## config.mk

```make
export PLATFORM = sky130hd
export DESIGN_NAME = glpd_front
export DESIGN_NICKNAME = d
export VERILOG_FILES = /design/src/hw/rtl/glpd_pkg.sv /design/src/hw/rtl/glpd_front.sv
export SDC_FILE = /design/constraint.sdc
export NUM_CORES = 1
export LEC_CHECK = 0
export ABC_CLOCK_PERIOD_IN_PS = 2300
export BUFFER_PORTS_ARGS = -buffer_cell sky130_fd_sc_hd__buf_2
export CAP_MARGIN = 20
export CORE_ASPECT_RATIO = 1.2
export CORE_MARGIN = 2
export CORE_UTILIZATION = 51
export DETAILED_ROUTE_END_ITERATION = 16
export GPL_ROUTABILITY_DRIVEN = 0
export PLACE_DENSITY = 0.85
export SKIP_CTS_REPAIR_TIMING = 1
export SYNTH_ARGS = -nofsm -noshare
export SYNTH_HDL_FRONTEND = slang
export SYNTH_SLANG_ARGS = --single-unit
```

## constraint.sdc

```tcl
create_clock -name clock -period 2.3 [get_ports clock]
set_clock_uncertainty 0.15 [all_clocks]
set_input_delay 0.46 -clock clock [delete_from_list [all_inputs] [get_ports clock]]
set_output_delay 0.46 -clock clock [all_outputs]
set_load 0.02 [all_outputs]
```

## src/hw/rtl/glpd_pkg.sv

```systemverilog
// Shared types and constants of the GIF LZW pixel decoder.
// Used by the top level, glpd_front and glpd_back; depends on nothing.
package glpd_pkg;

   localparam logic OP_PUSH = 1'b0;
   localparam logic OP_POP  = 1'b1;

   localparam logic [3:0] RESET_MIN_CODE_SIZE = 4'd8;

   typedef enum logic [2:0] {
      ST_ACCEPTED  = 3'd0,
      ST_PIXEL     = 3'd1,
      ST_NEED_DATA = 3'd2,
      ST_FULL      = 3'd3,
      ST_DONE      = 3'd4,
      ST_ERROR     = 3'd5
   } status_type;

   typedef enum logic [2:0] {
      REG_MIN_CODE    = 3'd0,
      REG_WIDTH       = 3'd1,
      REG_HEIGHT      = 3'd2,
      REG_INTERLACED  = 3'd3,
      REG_TRANS_EN    = 3'd4,
      REG_TRANS_COLOR = 3'd5
   } reg_index_type;

   typedef struct packed {
      logic [3:0]  min_code_size;
      logic [15:0] pixels_per_row;
      logic [15:0] row_count;
      logic        interlaced;
      logic        transparency_enable;
      logic [7:0]  transparent_color;
   } cfg_type;

   typedef struct packed {
      logic       is_pop;
      logic [7:0] data_byte;
   } item_type;

   // Effective minimum code size, saturated to 1..8.
   function automatic logic [3:0] eff_min(input logic [3:0] m);
      logic [3:0] r;
      r = m;
      if (m < 4'd1) r = 4'd1;
      if (m > 4'd8) r = 4'd8;
      return r;
   endfunction

   function automatic logic [16:0] pass_start(input logic [1:0] p);
      logic [16:0] r;
      case (p)
         2'd0:    r = 17'd0;
         2'd1:    r = 17'd4;
         2'd2:    r = 17'd2;
         2'd3:    r = 17'd1;
         default: r = 17'd0;
      endcase
      return r;
   endfunction

   function automatic logic [16:0] pass_step(input logic [1:0] p);
      logic [16:0] r;
      case (p)
         2'd0:    r = 17'd8;
         2'd1:    r = 17'd8;
         2'd2:    r = 17'd4;
         2'd3:    r = 17'd2;
         default: r = 17'd8;
      endcase
      return r;
   endfunction

endpackage

```

## src/hw/rtl/glpd_front.sv

```systemverilog
// Input side: takes request beats, tags them as push or pop and holds
// them in a two-entry queue for the decode engine. Depends on glpd_pkg.
module glpd_front (
   input  logic                clock,
   input  logic                reset,
   input  logic                req_valid,
   output logic                req_ready,
   input  logic                req_op,
   input  logic [7:0]          req_data_byte,
   output logic                q_valid,
   output glpd_pkg::item_type  q_item,
   input  logic                q_pop
);
   import glpd_pkg::*;

   item_type   slot_ff [2];
   item_type   slot_in [2];
   logic [1:0] count_ff, count_in;
   logic       push;
   item_type   incoming;

   assign req_ready = (count_ff != 2'd2);
   assign push      = req_valid && req_ready;
   assign q_valid   = (count_ff != 2'd0);
   assign q_item    = slot_ff[0];

   always_comb begin
      incoming.is_pop    = (req_op == OP_POP);
      incoming.data_byte = req_data_byte;
      slot_in  = slot_ff;
      count_in = count_ff;
      if (q_pop && q_valid) begin
         slot_in[0] = slot_ff[1];
         count_in   = count_ff - 2'd1;
      end
      if (push) begin
         slot_in[count_in[0]] = incoming;
         count_in = count_in + 2'd1;
      end
   end

   always_ff @(posedge clock) begin
      if (reset) begin
         count_ff <= 2'd0;
      end else begin
         count_ff <= count_in;
      end
      slot_ff <= slot_in;
   end
endmodule

```

# --- Word-level counts from Yosys, hierarchy flattened ---
# Index checks and enable logic that the tools add are counted.
totals:
  register_bits: 20
  in_bits: 13
  out_inout_bits: 11
op_classes:
  add_sub_neg: 2
  n_lt_le_gt_ge: 2
  n_eq_ne: 1
  n_mux: 7
  bitwise_logic: 1
  reduce_logical: 4
ops:
  columns: ["cell", "n"]
  rows:
  - ["$bwmux W18", 1]
  - ["$mux W18", 1]
  - ["$mux W9", 2]
  - ["$demux W9 S1", 1]
  - ["$mux W2", 2]
  - ["$logic_and A1 B1 Y1", 3]
  - ["$add A2 B1 Y2 const B", 1]
  - ["$ge A2 B2 Y1 const B", 1]
  - ["$lt A2 B1 Y1 const B", 1]
  - ["$ne A2 B2 Y1 const B", 1]
  - ["$not A1 Y2", 1]
  - ["$reduce_bool A2 Y1", 1]
  - ["$sub A2 B1 Y2 const B", 1]

# --- Depth between registers and ports, before layout ---
depth:
  ltp_word: 10
  ltp_mapped: 9

# --- Least setup slack after synthesis ---
# No wires, ideal clock.
synth_path:
  path_kind: "register -> register"
  start: "register count_ff[0]"
  end: "register with a tool-made name"
  setup_ns: 0.332
  t_arrival_ns: 1.469
  t_required_ns: 1.818
  path_slack_ns: 0.350
  path_stages_with_launch: 9
  path_buffers: 2
  path_cell_list: "dfxtp_1 > inv_1 > ha_1 > nor2b_2 > buf_6 > xnor2_2 > buf_2 > inv_2 > ha_1"
synth_lines:
  columns: ["item", "line_no", "text"]
  rows:
  - ["from (decl)", "glpd_front.sv:18", "logic [1:0] count_ff, count_in;"]
  - ["from (signal assigned)", "glpd_front.sv:46", "count_ff <= count_in;"]

==> metrics.cfg <==
[run_status]
outcome=finished clean

[timing]
post-route-period-util=0.878
fmax_mhz=495
setup_viol=0
worst_slew_pin_slew_ns=0.548
drv_slew=0
setup_slack_ns=0.280
rsz0062_at_grt=false
slew-limit-headroom=0.633
tns_ns=0
fin_hold_ws_ns=0.173
hold_viol=0
fin_crit_ns=2.02

[final_layout]
area_growth_pct=7.49
fin_area_um2=1040
nNetsFinal=116
drive_above_1_share=0.424
layout_common_cells=23 x buf_2, 11 x dfxtp_1, 10 x nand3_1
num_antenna_cells=0
layout_commonest_cell=buf_2

[grt]
top_usage_layer=met2
met1_usage=0.152
grt_pass1_vias=608
use_met2=0.267
grt.total_usage=0.148
met3_usage=0.0208
grt_antenna_before_repair=0
grt_max_degree=15
grt_pass1_wl_mm=2.39
grt_overflow=0

[critical_path]
crit_type=reg2reg
ff2ff_setup_slack_ns=0.28
critPathMaxFanout=12
cp-start-kind=register
cp.required_ns=2.12
arrival_ns=1.84
reg2reg_depth=6
worstReg2RegStart=count_ff[0]$_SDFF_PP0_
worst_setup_path_end_kind=register

[floorplanning]
die_y_um=51.7
start_util=0.536
io_pins=24
dieArea_um2=2260
die_width_um=43.8
num_rows=17
design.core.area_um2=1810

[cts]
clkSinkCount=20
cts_tree=done
htree_levels=1
cts_buffers=3
clock_path_buffers=2
clockRootBuffer=clkbuf_4
clock_latency_ns=0.29
path_clk_slew_ns=0.11

[synth]
synthCells=84
syn-cell-area_um2=968
synth.area.top_cells=edfxtp_1 28%, dfxtp_1 23%, mux2i_1 9.3%, o21ai_2 8.1%, buf_4 7.8%
synth_cell_type_count=23
netlist.top_cell.by_area=edfxtp_1
yosysWarnings=0
synth-seq-area-share=0.506
syn_nets=100
ys_ff_latch=20
synth.top_cell.area_share=0.279
syn_area_per_cell_um2=11.5

[route]
drt_pass1_iterations=3
post-route-drc-count=0
drt_iter0_drc=12
wire_per_inst_um=12.8
drtAntennaViolNets=0
drt_wl_total_mm=1.51
avgViaCountPerCell=5.23
vias=617

[power_and_ir_drop]
intPower_uw=898
power_frac_comb=0.507
p_per_area_nw_per_um2=1460
p_leak_uw=0.000434
power_switching_uw=625
clkPwrFrac=0.109
max-vdd-ir-drop_v=0.000865
p_sw_frac=0.410
p_seq_frac=0.384
p_total_uw=1520

[placement]
dpl_cell_area_um2=1010
hpwl_mm=1.17
portBuffers=23
preCtsSetupSlack_ns=0.279

[worst_hold_path]
hold_depth=2
min_path_type=in2reg
min_to=count_ff[0]$_SDFF_PP0_
hp-start=reset

[flow_run]
cap_violations=0

-- stage by stage --
stage,std cells,utilization
6_report,118,0.576
5_1_grt,118,0.576
4_1_cts,118,0.576
3_5_place_dp,114,0.561
3_3_place_gp,114,0.561
2_1_floorplan,84,-
-- worst max-delay path, cell delays in order (launching register included) --
cell     delay, ns
dfxtp_1       0.42
inv_1         0.08
ha_1          0.22
nor2b_2       0.17
xnor2_2       0.20
inv_2         0.09
ha_1          0.36
-- layout make-up --
class	instances	area, um^2
well taps	19	23.8
fillers	157	767
repair buffers	25	130
multi-input cells	44	348
clock buffers	4	26.3
flip-flops and latches	20	490
inverters	6	22.5
-- worst max path at each step --
stage / start / to / slack [ns] / cells past startpoint
after CTS: count_ff[0]$_SDFF_PP0_ / register / 0.25 / 6
after floorplan: count_ff[0]$_SDFF_PP0_ / register / 0.35 / 8
after global routing: count_ff[0]$_SDFF_PP0_ / register / 0.13 / 6
final: count_ff[0]$_SDFF_PP0_ / register / 0.28 / 6
after global placement: count_ff[0]$_SDFF_PP0_ / register / 0.38 / 6
after detailed placement: count_ff[0]$_SDFF_PP0_ / register / 0.28 / 6
-- Yosys cell counts --
library cell,number
buf_2,2
a21oi_1,1
nor2_1,1
nor2b_1,2
o2111ai_1,1
inv_2,2
nor3_1,1
nand3_1,10
nand3b_1,1
o21ai_0,1
buf_6,2
nand2_1,1
o21ai_2,9
nor2b_2,1
dfxtp_1,11
mux2i_1,9
edfxtp_1,9
ha_1,3
nand2b_1,1
xnor2_2,1
inv_1,4
buf_4,10
and2_4,1
-- cells by family after synthesis --
family | count (synthesis) | share of synthesized area
buffers and inverters | 20 | 0.134
DFF | 20 | 0.506
and+or+nand+nor | 19 | 0.110
AOI/OAI and AO/OA | 12 | 0.101
muxes | 9 | 0.0930
adders and majority gates | 3 | 0.0388
xor gates and xnor gates | 1 | 0.0168
-- power by group through the flow --
stage	Sequential, uW	Combinational (uW)	Clock, uW
after global routing	600	839	187
after global placement	589	761	0
after floorplan	581	745	0
after CTS	589	784	170
after detailed placement	596	781	0
final	585	772	165
-- layer usage --
metal | wire (um) | up-vias
li1 | - | 315
met3 | 55 | 4
met1 | 668 | 280
met2 | 740 | 18
met5 | 0 | -
met4 | 41 | 0
Note: power is estimated with default switching activity, not from simulation.
